==> src/rtl/core/mavg_pkg.sv <==
// ----------------------------------------------------------------------------
// Moving average filter package
// Shared constants for the moving average filter.
// ----------------------------------------------------------------------------
package mavg_pkg;

  // Default store depth and sample width.
  localparam int MaxWindowDef  = 64;
  localparam int SampleBitsDef = 16;

  // Window size register.
  localparam int             CfgW     = 7;
  localparam logic [CfgW-1:0] WsReset = CfgW'(8);

  // Depth of the queue between the front and back parts.
  localparam int QueueDepth = 2;

endpackage

==> src/rtl/core/mavg_ram.sv <==
// ----------------------------------------------------------------------------
// Moving average filter RAM
// Generic memory, one write port and one read port with registered data.
// ----------------------------------------------------------------------------
module mavg_ram #(
  parameter int Width = 16,
  parameter int Depth = 64
) (
  input  logic                     clk_i,
  input  logic                     we_i,
  input  logic [$clog2(Depth)-1:0] waddr_i,
  input  logic [Width-1:0]         wdata_i,
  input  logic                     re_i,
  input  logic [$clog2(Depth)-1:0] raddr_i,
  output logic [Width-1:0]         rdata_o
);

  logic [Width-1:0] mem_q [Depth];
  logic [Width-1:0] rdata_q;

  // A read and a write at the same address return the old contents.
  always_ff @(posedge clk_i) begin
    if (re_i) begin
      rdata_q <= mem_q[raddr_i];
    end
    if (we_i) begin
      mem_q[waddr_i] <= wdata_i;
    end
  end

  assign rdata_o = rdata_q;

endmodule

==> src/rtl/core/mavg_fifo.sv <==
// ----------------------------------------------------------------------------
// Moving average filter queue
// Small register queue that decouples the front and back parts.
// ----------------------------------------------------------------------------
module mavg_fifo #(
  parameter int  Depth = 2,
  parameter type T     = logic
) (
  input  logic clk_i,
  input  logic rst_ni,
  input  logic push_valid_i,
  output logic push_ready_o,
  input  T     push_data_i,
  output logic pop_valid_o,
  input  logic pop_ready_i,
  output T     pop_data_o
);

  localparam int PtrW = (Depth > 1) ? $clog2(Depth) : 1;
  localparam int CntW = $clog2(Depth + 1);

  T                entry_q [Depth];
  logic [PtrW-1:0] wptr_q, wptr_d;
  logic [PtrW-1:0] rptr_q, rptr_d;
  logic [CntW-1:0] cnt_q, cnt_d;
  logic            push, pop;

  assign push_ready_o = (cnt_q != CntW'(Depth));
  assign pop_valid_o  = (cnt_q != '0);
  assign pop_data_o   = entry_q[rptr_q];
  assign push         = push_valid_i && push_ready_o;
  assign pop          = pop_valid_o && pop_ready_i;

  always_comb begin
    wptr_d = wptr_q;
    rptr_d = rptr_q;
    cnt_d  = cnt_q;
    if (push) begin
      wptr_d = (wptr_q == PtrW'(Depth - 1)) ? '0 : wptr_q + PtrW'(1);
    end
    if (pop) begin
      rptr_d = (rptr_q == PtrW'(Depth - 1)) ? '0 : rptr_q + PtrW'(1);
    end
    if (push && !pop) begin
      cnt_d = cnt_q + CntW'(1);
    end else if (pop && !push) begin
      cnt_d = cnt_q - CntW'(1);
    end
  end

  always_ff @(posedge clk_i or negedge rst_ni) begin
    if (!rst_ni) begin
      wptr_q <= '0;
      rptr_q <= '0;
      cnt_q  <= '0;
    end else begin
      wptr_q <= wptr_d;
      rptr_q <= rptr_d;
      cnt_q  <= cnt_d;
    end
  end

  always_ff @(posedge clk_i) begin
    if (push) begin
      entry_q[wptr_q] <= push_data_i;
    end
  end

endmodule

==> src/rtl/core/mavg_front.sv <==
// ----------------------------------------------------------------------------
// Moving average filter front part
// Accepts samples, keeps the window position and fill count, stores the
// sample and fetches the sample it displaces.
// ----------------------------------------------------------------------------
module mavg_front
  import mavg_pkg::*;
#(
  parameter int MaxWindow  = MaxWindowDef,
  parameter int SampleBits = SampleBitsDef
) (
  input  logic                                clk_i,
  input  logic                                rst_ni,
  input  logic                                cfg_we_i,
  input  logic [CfgW-1:0]                     cfg_wdata_i,
  input  logic                                in_valid_i,
  output logic                                in_ready_o,
  input  logic signed [SampleBits-1:0]        sample_i,
  output logic                                job_valid_o,
  input  logic                                job_ready_i,
  output logic signed [SampleBits-1:0]        job_sample_o,
  output logic signed [SampleBits-1:0]        job_old_o,
  output logic                                job_replace_o,
  output logic [$clog2(MaxWindow + 1)-1:0]    job_count_o
);

  localparam int IdxW = $clog2(MaxWindow);
  localparam int CntW = $clog2(MaxWindow + 1);

  logic [CfgW-1:0]              ws_q;
  logic [IdxW-1:0]              wp_q;
  logic [CntW-1:0]              cnt_q;
  logic [CntW-1:0]              win;
  logic [CntW-1:0]              wp_inc;
  logic                         full;
  logic                         accept;
  logic                         stage_valid_q;
  logic signed [SampleBits-1:0] stage_sample_q;
  logic                         stage_replace_q;
  logic [CntW-1:0]              stage_count_q;
  logic [SampleBits-1:0]        ram_rdata;

  // Effective window: zero acts as one, anything above the store depth as the depth.
  always_comb begin
    if (ws_q == '0) begin
      win = CntW'(1);
    end else if (ws_q > MaxWindow) begin
      win = CntW'(MaxWindow);
    end else begin
      win = CntW'(ws_q);
    end
  end

  assign full       = (cnt_q == win);
  assign wp_inc     = CntW'(wp_q) + CntW'(1);
  assign in_ready_o = !stage_valid_q;
  assign accept     = in_valid_i && in_ready_o;

  always_ff @(posedge clk_i or negedge rst_ni) begin
    if (!rst_ni) begin
      ws_q          <= WsReset;
      wp_q          <= '0;
      cnt_q         <= '0;
      stage_valid_q <= 1'b0;
    end else begin
      if (cfg_we_i) begin
        ws_q  <= cfg_wdata_i;
        wp_q  <= '0;
        cnt_q <= '0;
      end else if (accept) begin
        wp_q <= (wp_inc == win) ? '0 : IdxW'(wp_inc);
        if (!full) begin
          cnt_q <= cnt_q + CntW'(1);
        end
      end
      if (accept) begin
        stage_valid_q <= 1'b1;
      end else if (job_ready_i) begin
        stage_valid_q <= 1'b0;
      end
    end
  end

  always_ff @(posedge clk_i) begin
    if (accept) begin
      stage_sample_q  <= sample_i;
      stage_replace_q <= full;
      stage_count_q   <= full ? cnt_q : cnt_q + CntW'(1);
    end
  end

  // The read returns the displaced sample; the write stores the new one.
  mavg_ram #(
    .Width (SampleBits),
    .Depth (MaxWindow)
  ) u_window_ram (
    .clk_i   (clk_i),
    .we_i    (accept),
    .waddr_i (wp_q),
    .wdata_i (sample_i),
    .re_i    (accept),
    .raddr_i (wp_q),
    .rdata_o (ram_rdata)
  );

  assign job_valid_o   = stage_valid_q;
  assign job_sample_o  = stage_sample_q;
  assign job_old_o     = ram_rdata;
  assign job_replace_o = stage_replace_q;
  assign job_count_o   = stage_count_q;

endmodule

==> src/rtl/core/mavg_back.sv <==
// ----------------------------------------------------------------------------
// Moving average filter back part
// Updates the running window sum and divides it by the fill count with a
// bit-serial restoring divider.
// ----------------------------------------------------------------------------
module mavg_back
  import mavg_pkg::*;
#(
  parameter int MaxWindow  = MaxWindowDef,
  parameter int SampleBits = SampleBitsDef
) (
  input  logic                                clk_i,
  input  logic                                rst_ni,
  input  logic                                clear_i,
  input  logic                                job_valid_i,
  output logic                                job_ready_o,
  input  logic signed [SampleBits-1:0]        job_sample_i,
  input  logic signed [SampleBits-1:0]        job_old_i,
  input  logic                                job_replace_i,
  input  logic [$clog2(MaxWindow + 1)-1:0]    job_count_i,
  output logic                                out_valid_o,
  input  logic                                out_ready_i,
  output logic signed [SampleBits-1:0]        average_o,
  output logic [$clog2(MaxWindow + 1)-1:0]    fill_count_o
);

  localparam int CntW  = $clog2(MaxWindow + 1);
  localparam int SumW  = SampleBits + $clog2(MaxWindow) + 1;
  localparam int StepW = $clog2(SumW);

  typedef enum logic [2:0] {
    StIdle = 3'b001,
    StDiv  = 3'b010,
    StDone = 3'b100
  } back_state_e;

  back_state_e              state_q, state_d;
  logic signed [SumW-1:0]   sum_q;
  logic signed [SumW-1:0]   sum_new;
  logic [SumW-1:0]          sum_mag;
  logic [SumW-1:0]          dvd_q;
  logic [CntW-1:0]          rem_q;
  logic [CntW-1:0]          div_q;
  logic [StepW-1:0]         step_q;
  logic                     neg_q;
  logic [CntW:0]            trial;
  logic                     fits;
  logic [SumW-1:0]          quo;
  logic                     pop;
  logic                     load_out;
  logic                     out_valid_q;
  logic signed [SampleBits-1:0] avg_q;
  logic [CntW-1:0]          fill_q;

  assign job_ready_o = (state_q == StIdle);
  assign pop         = job_valid_i && job_ready_o;
  assign load_out    = (state_q == StDone) && (!out_valid_q || out_ready_i);

  assign sum_new = sum_q + SumW'(job_sample_i)
                 - (job_replace_i ? SumW'(job_old_i) : SumW'(0));
  assign sum_mag = sum_new[SumW-1] ? SumW'(-sum_new) : SumW'(sum_new);

  assign trial = {rem_q, dvd_q[SumW-1]};
  assign fits  = (trial >= {1'b0, div_q});
  assign quo   = neg_q ? SumW'(-dvd_q) : dvd_q;

  always_comb begin
    state_d = state_q;
    case (state_q)
      StIdle: begin
        if (pop) begin
          state_d = StDiv;
        end
      end
      StDiv: begin
        if (step_q == StepW'(SumW - 1)) begin
          state_d = StDone;
        end
      end
      StDone: begin
        if (load_out) begin
          state_d = StIdle;
        end
      end
      default: state_d = StIdle;
    endcase
  end

  always_ff @(posedge clk_i or negedge rst_ni) begin
    if (!rst_ni) begin
      state_q     <= StIdle;
      sum_q       <= '0;
      out_valid_q <= 1'b0;
    end else begin
      state_q <= state_d;
      if (clear_i) begin
        sum_q <= '0;
      end else if (pop) begin
        sum_q <= sum_new;
      end
      if (load_out) begin
        out_valid_q <= 1'b1;
      end else if (out_ready_i) begin
        out_valid_q <= 1'b0;
      end
    end
  end

  always_ff @(posedge clk_i) begin
    if (pop) begin
      dvd_q  <= sum_mag;
      rem_q  <= '0;
      div_q  <= job_count_i;
      step_q <= '0;
      neg_q  <= sum_new[SumW-1];
      fill_q <= job_count_i;
    end else if (state_q == StDiv) begin
      dvd_q  <= {dvd_q[SumW-2:0], fits};
      rem_q  <= fits ? CntW'(trial - {1'b0, div_q}) : CntW'(trial);
      step_q <= step_q + StepW'(1);
    end
    if (load_out) begin
      avg_q        <= SampleBits'(quo);
      fill_count_o <= fill_q;
    end
  end

  assign out_valid_o = out_valid_q;
  assign average_o   = avg_q;

endmodule

==> src/rtl/core/moving_average_filter.sv <==
// ----------------------------------------------------------------------------
// Moving average filter
// Simple moving average of signed samples over a programmable window.
// ----------------------------------------------------------------------------
// Each sample transfer yields one result transfer: the mean of the samples in
// the window, truncated toward zero, and the number of samples it covers. The
// window size register (0 acts as 1, values above MaxWindow act as MaxWindow)
// restarts filling whenever it is written, even with its current value; write
// it only while no sample is in flight. The back part takes one sample at a
// time; the queue holds the next until the bit-serial divider, which retires
// one quotient bit per cycle over the SumW-bit running sum (SumW = SampleBits
// + clog2(MaxWindow) + 1), has finished the previous one and its result has
// moved to the output register. A result passes through the front part's
// store access, the queue and the back part, in that order.
// ----------------------------------------------------------------------------
module moving_average_filter
  import mavg_pkg::*;
#(
  parameter int MaxWindow  = MaxWindowDef,
  parameter int SampleBits = SampleBitsDef
) (
  input  logic                             clk_i,
  input  logic                             rst_ni,
  input  logic                             cfg_we_i,
  input  logic [CfgW-1:0]                  cfg_wdata_i,
  input  logic                             in_valid_i,
  output logic                             in_ready_o,
  input  logic signed [SampleBits-1:0]     sample_i,
  output logic                             out_valid_o,
  input  logic                             out_ready_i,
  output logic signed [SampleBits-1:0]     average_o,
  output logic [$clog2(MaxWindow + 1)-1:0] fill_count_o
);

  localparam int CntW = $clog2(MaxWindow + 1);

  // One queued job: the new sample, the sample it displaces (valid only when
  // the window is already full) and the fill count after this sample.
  typedef struct packed {
    logic signed [SampleBits-1:0] sample;
    logic signed [SampleBits-1:0] old;
    logic                         replace;
    logic [CntW-1:0]              count;
  } job_t;

  job_t front_job;
  job_t back_job;
  logic front_valid, front_ready;
  logic back_valid, back_ready;

  // The front part writes the sample into the window store and reads the
  // entry it overwrites in the same cycle, then offers the job to the queue.
  mavg_front #(
    .MaxWindow  (MaxWindow),
    .SampleBits (SampleBits)
  ) u_front (
    .clk_i         (clk_i),
    .rst_ni        (rst_ni),
    .cfg_we_i      (cfg_we_i),
    .cfg_wdata_i   (cfg_wdata_i),
    .in_valid_i    (in_valid_i),
    .in_ready_o    (in_ready_o),
    .sample_i      (sample_i),
    .job_valid_o   (front_valid),
    .job_ready_i   (front_ready),
    .job_sample_o  (front_job.sample),
    .job_old_o     (front_job.old),
    .job_replace_o (front_job.replace),
    .job_count_o   (front_job.count)
  );

  // The queue lets the front part take the next sample while the divider is
  // still busy with the previous one.
  mavg_fifo #(
    .Depth (QueueDepth),
    .T     (job_t)
  ) u_queue (
    .clk_i        (clk_i),
    .rst_ni       (rst_ni),
    .push_valid_i (front_valid),
    .push_ready_o (front_ready),
    .push_data_i  (front_job),
    .pop_valid_o  (back_valid),
    .pop_ready_i  (back_ready),
    .pop_data_o   (back_job)
  );

  // The back part keeps the running window sum: a filling window adds the new
  // sample, a full window also subtracts the displaced one. A register write
  // clears the sum together with the front part's position and count.
  mavg_back #(
    .MaxWindow  (MaxWindow),
    .SampleBits (SampleBits)
  ) u_back (
    .clk_i         (clk_i),
    .rst_ni        (rst_ni),
    .clear_i       (cfg_we_i),
    .job_valid_i   (back_valid),
    .job_ready_o   (back_ready),
    .job_sample_i  (back_job.sample),
    .job_old_i     (back_job.old),
    .job_replace_i (back_job.replace),
    .job_count_i   (back_job.count),
    .out_valid_o   (out_valid_o),
    .out_ready_i   (out_ready_i),
    .average_o     (average_o),
    .fill_count_o  (fill_count_o)
  );

endmodule

==> config.mk <==
export PLATFORM = sky130hd
export DESIGN_NAME = moving_average_filter
export DESIGN_NICKNAME = d
export VERILOG_FILES = /design/src/rtl/core/mavg_pkg.sv /design/src/rtl/core/mavg_ram.sv /design/src/rtl/core/mavg_fifo.sv /design/src/rtl/core/mavg_front.sv /design/src/rtl/core/mavg_back.sv /design/src/rtl/core/moving_average_filter.sv
export SDC_FILE = /design/constraint.sdc
export NUM_CORES = 1
export LEC_CHECK = 0
export BUFFER_PORTS_ARGS = -buffer_cell sky130_fd_sc_hd__buf_2
export CORE_MARGIN = 1.5
export CORE_UTILIZATION = 31
export DETAILED_ROUTE_END_ITERATION = 8
export PLACE_DENSITY = 0.49
export SLEW_MARGIN = 25
export SYNTH_ARGS = -nofsm -noshare
export SYNTH_HDL_FRONTEND = slang
export SYNTH_SLANG_ARGS = --single-unit
==> constraint.sdc <==
create_clock -name clk_i -period 6.1 [get_ports clk_i]
set_input_delay 0.305 -clock clk_i [delete_from_list [all_inputs] [get_ports clk_i]]
set_output_delay 0.305 -clock clk_i [all_outputs]
set_load 0.05 [all_outputs]
## After elaboration in Yosys (flattened, before gate mapping)

Memories as Yosys holds them, arrays and structs flattened. A register that Yosys moved wholly into a read port is not among the register bits.
Index checks and enable logic that the tools add are counted.

- Register bits: 142
- Bits in writable memories: 1104
- Logic and storage cells: 98
- Memories: 2

- Add/subtract/negate cells: 12
- Magnitude comparators: 2
- Eq/ne operators: 10
- Multiplexer cells: 32
- Reduce and logical (&&, ||, !) cells: 20

Memories:

| name | words | bits a word | read ports | clocked after memory_dff | wr ports | RTL line | source |
|---|---|---|---|---|---|---|---|
| u_front.u_window_ram.mem_q | 64 | 16 | 1 | 1 | 1 | mavg_ram.sv:18 | `logic [Width-1:0] mem_q [Depth];` |
| u_queue.entry_q | 2 | 40 | 1 | 0 | 1 | mavg_fifo.sv:22 | `T entry_q [Depth];` |

Operator list:

| cell | number |
|---|---|
| $mux W23 | 6 |
| $mux W7 | 6 |
| $add A23 B16 Y23 | 1 |
| $neg A23 Y23 | 1 |
| $sub A23 B23 Y23 | 1 |
| $mux W6 | 3 |
| $mux W16 | 1 |
| $neg A16 Y16 | 1 |
| $eq A7 B7 Y1 | 2 |
| $reduce_bool A2 Y1 | 7 |
| $mux W1 | 10 |
| $mux W3 | 3 |
| $pmux W3 S3 | 1 |
| $ge A8 B7 Y1 | 1 |
| $add A6 B1 Y7 const B | 1 |
| $add A7 B1 Y7 const B | 1 |
| $gt A7 B7 Y1 const B | 1 |
| $logic_not A7 Y1 | 1 |
| $sub A7 B7 Y7 | 1 |
| $logic_and A1 B1 Y1 | 6 |
| $add A5 B1 Y5 const B | 1 |
| $eq A5 B5 Y1 const B | 1 |
| $logic_not A1 Y1 | 4 |
| $mux W2 | 2 |
| 10 further kinds | 13 |

## Longest topological paths before layout

Gate-level depths: netlist of run 1.

- Word-level depth: 7
- Gate-level depth with buffers: 19
- Mapped depth without buffers: 16

## By module

From an unflattened synthesis of run 1, not the netlist that was laid out.

- Cells, all modules: 2904
- Area, all modules: 52604.2 um^2

Modules (own cells, without submodules):

| module | instances | cells an instance | area an instance (um^2) | sequential area each (um^2) |
|---|---|---|---|---|
| mavg_ram | 1 | 1829 | 40202.3 | 31230.0 |
| mavg_back | 1 | 728 | 6774.0 | 2538.7 |
| mavg_fifo | 1 | 143 | 3284.4 | 2502.4 |
| mavg_front | 1 | 204 | 2343.5 | 1247.4 |

## Least setup slack after synthesis of run 1

Ideal clock, no wire load.

- Kind: register -> register
- From: reg u_queue.rptr_q
- To: reg u_back.dvd_q[22] (data pin)
- Setup time: 145 ps
- Arrival: 4853 ps
- Setup slack: 1102 ps
- Cell stages (with the launch flop): 17
- Buffers on the path: 4
- Period minus slack after synthesis: 4998 ps
- Cell sequence: dfrtp_1 clkbuf_1 clkbuf_1 clkbuf_1 mux2i_1 fa_1 inv_1 ha_1 buf_2 a21oi_1 a31oi_1 or3_1 a211oi_2 or3b_4 or4_1 or4_1 o21ai_1

- Cells in the longest elaborated chain, start to end: 6
- Elaborated cells between the ends (all ways): 7

RTL lines:

| element | RTL line | source |
|---|---|---|
| start, declared | mavg_fifo.sv:24 | `logic [PtrW-1:0] rptr_q, rptr_d;` |
| start signal, assigned | mavg_fifo.sv:58 | `rptr_q <= rptr_d;` |
| $mem_v2 Z2 W40 * | - |  |
| $add A23 B16 Y23 or $mux W23 (tied branches) | mavg_back.sv:59, mavg_back.sv:60 |  |
| $sub A23 B23 Y23 * | mavg_back.sv:60 | `- (job_replace_i ? SumW'(job_old_i) : SumW'(0));` |
| $neg A23 Y23 | mavg_back.sv:61 | `assign sum_mag = sum_new[SumW-1] ? SumW'(-sum_new) : SumW'(sum_new);` |
| $mux W23 * | mavg_back.sv:61 |  |
| $mux W23 * | mavg_back.sv:110 | `if (pop) begin` |
| end signal, assigned | mavg_back.sv:111 | `dvd_q <= sum_mag;` |
| end signal, assigned | mavg_back.sv:118 | `dvd_q <= {dvd_q[SumW-2:0], fits};` |
| end, declared | mavg_back.sv:41 | `logic [SumW-1:0] dvd_q;` |

Mark *: on every way between the ends. The rest lies on a longest branch, timed or not.
A chain may end at the register's enable or synchronous reset.

## Worst setup path after layout of run 1

Same ends and word-level chain as after synthesis.

==> impl_metrics.toml, run 1 <==
[floorplan]
die_w_um = 400.8
rows = 145
core-area_sq_um = 156600
ioPinCount = 53
dieArea_sq_um = 160600
die_y_um = 400.8
initial_utilization_pct = 31.33

[clock_network]
cts-root-buf = "clkbuf_16"
ctsLongestPathBuffers = 3
hold_buffers = 11
postCtsSetupBuffers = 0
path_clk_slew_ns = 0.06
h-tree-depth = 4
cts.sinks = 1262
clk-insertion-delay-late_ns = 0.78
cts_made_buffers = 132
cts_tree = "built"
ctsResizeCount = 0

[routing]
dr.first_iter.drc_count = 2575
drt_wl_total_um = 137100
ant_nets = 0
drcViolationCount = 0
dr.pass1.iters = 6
wire_per_inst_um = 25.73
vias = 28040
vias_per_cell = 5.261

[setup_path]
crit_type = "reg -> reg"
ff2ff_path_depth = 14
crit_required_ns = 6.70
r2r-end = "u_back.dvd_q[22]"
crit_arrival_ns = 5.97
start_kind = "flop"
rrSetupSlack_ns = 0.73
critical_path.max_fanout = 22
timing.rr.start = "u_queue.rptr_q"
cp-end-kind = "flop"

[timing]
tightest_slew_ns = 1.098
worst_clock_skew_ns = 0.02921
slew_viol_final = 0
fin_crit_sh_pct = 88.02
fin_tns_setup_ns = 0
fmax_ghz = 0.1862
relSlewSlack_pct = 26.79
rsz0062_at_grt = "no"
min_period_ns = 5.369
timing.final.hold_violations = 0
setup_viol = 0

[global_routing]
grt_usage_pct = 16.80
grt_pass1_wl_um = 198900
grt_max_degree = 66
grt.overflow.total = 0
grt_pass1_vias = 27560
antenna_found_initial = 5

[yosys]
synth_top_area_cell = "edfxtp_1"
yosysMostFrequentCell = "edfxtp_1"
synth_fp_nets = 3093
netlist_area_sq_um = 49050
synth_top_area_share_pct = 73.35
synthSimpleGateAreaFrac_pct = 4.735
synthAdderAreaFrac_pct = 1.908
muxShareOfSynthArea_pct = 1.064
syn_avg_cell_area_sq_um = 16.33
ys_types = 79
synth_seq_area_share_pct = 76.49
ys_top_cells_by_count = "edfxtp_1, a22oi_1, nor2_1"
synthXorXnorAreaFrac_pct = 1.339
netlist_instances = 3004
yosysWarnings = 0
synth_flop_cell = "edfxtp_1"
synth_top_family_by_area = "compound AO/OA/AOI/OAI gates"
synth-edff-count = 1198
ys_async_sr_fraction_pct = 4.120
synth_compound_area_share_pct = 12.53
synth_area_leaders = "edfxtp_1, a22oi_1, dfrtp_1"
synth-seq-cells = 1262

[pwr]
p_int_uw = 17840
clock_power_share_pct = 28.7
swShare_pct = 34.26
comb_power_share_pct = 32.2
p_switching_uw = 9298
p_leak_uw = 0.01828
power_frac_seq_pct = 39.1
p_per_area_nw_per_um2 = 477.4
vdd_ir_drop_max_mv = 0.3533

[min_path]
worstHoldPathType = "in -> reg"
holdPathStages = 3
hold_path_end = "u_front.cnt_q[5]"
min-delay-start = "cfg_we_i"

[job]
max-cap-violations = 0

[placed_design]
hpwl_um = 77760
place_inst = 5076
gp_congestion = 0.7950
port_buffers = 52

[finish]
drive_above_1_share_pct = 13.22
syn_to_final_growth_pct = 15.88
nFillCells = 14690
final_nets = 3252
stdcell_count = 5330

[run_status]
status = "finished, final reports clean"
## routing by layer
layer  track usage [%]  vias to the layer above  part of all wire, %
met4             5.176                        0                  2.5
met5                 0                        -                    0
met1             24.06                    14490                   46
met3             2.700                      179                  5.8
li1                  -                    12470                    -
met2             26.12                      904                   46
## layout make-up
cell class	count	area, sq um	area share (%)
diodes	3	7.507	0.01321
clock inverters	70	609.3	1.072
clock buffers	170	3562	6.267
inverters	74	277.8	0.4887
well taps	2058	2575	4.530
repair buffers	203	1572	2.765
multi-input cells	1490	10720	18.85
flip-flops and latches	1262	37520	66.01
## through the flow
stage          instance area (sq um)  util (%)  worst slack, ns  total power [uW]  hold slack (ns)
2_1_floorplan                  49050         -            1.102             16960         0.009409
3_3_place_gp                   52500     33.53           0.6988             19500           0.4218
3_5_place_dp                   52550     33.56           0.6966             19510           0.4298
4_1_cts                        56830     36.30           0.6432             27340          0.09387
5_1_grt                        56830     36.30           0.1939             28710           0.1430
6_report                       56840     36.30           0.7305             27140           0.1368
## cell families after synthesis
logic type	count (synthesis)
buffers and inverters	252
and+or+nand+nor	476
AOI/OAI and AO/OA	831
adders and majority gates	61
xor gates and xnor gates	72
DFF	1262
muxes	50
## cells in the final DEF (no fill, tap or decap), drive strengths merged, types with 85 or more instances in the layout
master	netlist	routed
a22o	105	105
nand2	111	111
buf	31	192
a21oi	85	85
a31oi	87	87
a221oi	104	104
a22oi	306	306
edfxtp	1198	1198
clkbuf	147	170
nor2	148	148
## worst max-delay path: stages (launching register included)
cell and delay, ns:
dfrtp_2 0.71, buf_4 0.44, mux2i_1 0.24, nor2_1 0.07, fa_1 0.48, inv_1 0.04, ha_1 0.41, a21oi_1 0.37
a31o_1 0.25, nand2_1 0.09, o311ai_0 0.68, o2111ai_1 0.36, or4_1 0.52, or4_1 0.41, o21ai_1 0.12
## worst max path at each step
stage	startpoint	to	slack, ns	cells after the start
finish	u_queue.rptr_q	u_back.dvd_q[22]	0.73	14
global placement	u_queue.rptr_q	u_back.dvd_q[22]	0.70	14
global route	u_queue.rptr_q	u_back.dvd_q[22]	0.19	14
CTS	u_queue.rptr_q	u_back.dvd_q[22]	0.64	14
floorplan	u_queue.rptr_q	u_back.dvd_q[22]	1.10	16
detailed placement	u_queue.rptr_q	u_back.dvd_q[22]	0.70	14
## power by group through the flow
stage / Clock [uW] / Combinational, uW / Sequential, uW
2_1_floorplan: 0 / 6310 / 10600
3_3_place_gp: 0 / 8700 / 10800
3_5_place_dp: 0 / 8710 / 10800
4_1_cts: 7960 / 8760 / 10600
5_1_grt: 8280 / 9750 / 10700
6_report: 7800 / 8730 / 10600
## state kept, by name (all words and copies together) (netlist names), 16 cells and up
name	count
u_front.u_window_ram.rdata_o	16
u_front.u_window_ram.mem_q	1024
u_back.sum_q	23
u_back.dvd_q	23
u_queue.entry_q	80
u_back.average_o	16
u_front.job_sample_o	16
Note: power is estimated with default switching activity, not from simulation.
==> inputs of run 2 (changes only) <==
- CELL_PAD_IN_SITES_DETAIL_PLACEMENT: default -> 2
- CELL_PAD_IN_SITES_GLOBAL_PLACEMENT: default -> 2
- PLACE_DENSITY: 0.49 -> 0.59
==> impl_metrics.toml, run 2 (same netlist as run 1, synthesis figures left out) <==
[setup_path]
critical_path.max_fanout = 19
timing.rr.start = "u_queue.rptr_q"
r2r-end = "u_back.dvd_q[22]"
cp-end-kind = "flop"
max_stage_delay_ns = 0.75
crit_family = "compound AO/OA/AOI/OAI gates"
crit_arrival_ns = 6.01
crit_type = "reg -> reg"
crit_required_ns = 6.71
startpoint = "u_queue.rptr_q"
start_kind = "flop"
ff2ff_path_depth = 14
rrSetupSlack_ns = 0.69
crit_end = "u_back.dvd_q[22]"
crit_slowest_cell = "o311ai_0"
crit_top_cell = "or4_1"
timing.critical_path.buf_inv = 2
path_depth = 14
crit_chain = "buf_4 -> mux2i_1 -> nor2_1 -> fa_1 -> inv_1 -> ha_1 -> a21oi_1 -> a31o_1 -> nand2_1 -> o311ai_0 -> o2111ai_1 -> or4_1 -> or4_1 -> o21ai_1"

[finish]
final_nets = 3264
syn_to_final_growth_pct = 16.43
largest_register_ffs = 1024
layout_common_cells = "edfxtp_1, a22oi_1, nor2_1, clkbuf_16, buf_4"
largest-register = "u_front.u_window_ram.mem_q"
stdcell_count = 5348
postLayoutCoreUtil_pct = 36.47
drive_above_1_share_pct = 13.72
final_common_cell = "edfxtp_1"
regArea_sq_um = 37520
nFillCells = 15470
multiInputGateArea_sq_um = 10670
top_regs = "u_front.u_window_ram.mem_q (1024), u_queue.entry_q (80)"
design_area_sq_um = 57110

[pwr]
p_leak_uw = 0.01846
p_per_area_nw_per_um2 = 489.1
vdd_ir_drop_max_mv = 0.4094

[floorplan]
dieArea_sq_um = 160600
core-area_sq_um = 156600
initial_utilization_pct = 31.33
rows = 145
ioPinCount = 53
die_w_um = 400.8
die_y_um = 400.8

[routing]
drt_wl_total_um = 157500
wire_per_inst_um = 29.44
dr.pass1.iters = 5
vias = 29200
dr.first_iter.drc_count = 2516
vias_per_cell = 5.460
drcViolationCount = 0
ant_nets = 0

[global_routing]
grt_usage_pct = 19.40
antenna_found_initial = 6
grt_pass1_wl_um = 228400
grt_pass1_vias = 31700
grt_max_degree = 74
grt.overflow.total = 0

[placed_design]
placed_area_sq_um = 52550
port_buffers = 52
hpwl_um = 93110
place_inst = 5082
gp_congestion = 0.8035

[timing]
tightest_slew_ns = 1.140
fmax_ghz = 0.1850
setup_viol = 0
timing.final.hold_violations = 0
holdWs_ns = 0.1459
worst_clock_skew_ns = 0.05502
rsz0062_at_grt = "no"
relSlewSlack_pct = 23.29
fin_tns_setup_ns = 0
min_period_ns = 5.405
slew_viol_final = 0
fin_crit_sh_pct = 88.61

[clock_network]
clk-insertion-delay-late_ns = 0.78
postCtsSetupBuffers = 0
h-tree-depth = 4
cts_made_buffers = 139
hold_buffers = 10
ctsResizeCount = 0
cts_tree = "built"
ctsLongestPathBuffers = 3
cts.sinks = 1262
path_clk_slew_ns = 0.06
cts-root-buf = "clkbuf_16"

[min_path]
worstHoldPathType = "in -> reg"
holdPathStages = 3

[job]
max-cap-violations = 0

[run_status]
status = "finished, final reports clean"
==> run 2: changes by cell type in the layout (fill, tap and decap cells not counted), moves of 2 or more <==
cell,before,now
clkbuf_1,32,34
bufinv_16,5,7
clkbuf_8,1,6
clkinv_2,14,20
nor2_2,4,0
buf_4,128,134
clkbuf_16,137,144
nor2_4,9,4
clkinv_1,38,28
nor2_1,135,144
inv_6,1,3
clkinvlp_4,2,4
clkinv_16,4,2
==> run 2: worst min-delay path by stage <==
stage                                     from                      to  slack (ns)
6_report                              cfg_we_i        u_front.cnt_q[5]        0.15
5_1_grt                               cfg_we_i        u_front.cnt_q[6]        0.16
4_1_cts                               cfg_we_i        u_front.cnt_q[5]        0.11
3_5_place_dp   u_front.u_window_ram.rdata_o[8]  u_queue.entry_q[0][16]        0.43
3_3_place_gp          u_front.job_sample_o[13]  u_queue.entry_q[0][37]        0.42
2_1_floorplan                           rst_ni      u_back.out_valid_o       0.009
==> run 2: where the power goes <==
part           switching [uW]  internal, uW
Sequential                333         10300
Clock                    3530          4720
Combinational            5910          3140
Total                    9770         18200
==> run 2: per-layer routing <==
layer / vias to the layer above / wire [um] / global-route usage [%]
li1: 12490 / - / -
met1: 15590 / 67660 / 25.61
met2: 914 / 77530 / 32.92
met3: 204 / 8368 / 3.075
met4: 2 / 3888 / 5.571
met5: - / 13 / 0
==> run 2: stage by stage <==
step	power [uW]	setup slack, ns
final	27930	0.6949
after global routing	29490	0.1858
after CTS	28270	0.6546
after detailed placement	19950	0.6377
after global placement	19610	0.7281
after floorplan	16960	1.102
==> run 2: area by class of cell <==
cell class | instances | area share (%)
inverters | 74 | 0.4864
well taps | 2058 | 4.509
flip-flops and latches | 1262 | 65.70
repair buffers | 208 | 2.826
diodes | 2 | 0.008764
clock inverters | 70 | 1.111
clock buffers | 184 | 6.678
multi-input cells | 1490 | 18.68
==> run 2: worst reg2reg max path, delay by kind of cell (launching register included) <==
kind	cells	cell delay, ns
mux	1	0.24
simple gates	4	1.12
fa+ha+maj	2	0.90
compound gates	5	1.94
flops	1	0.65
buf+inv	2	0.45
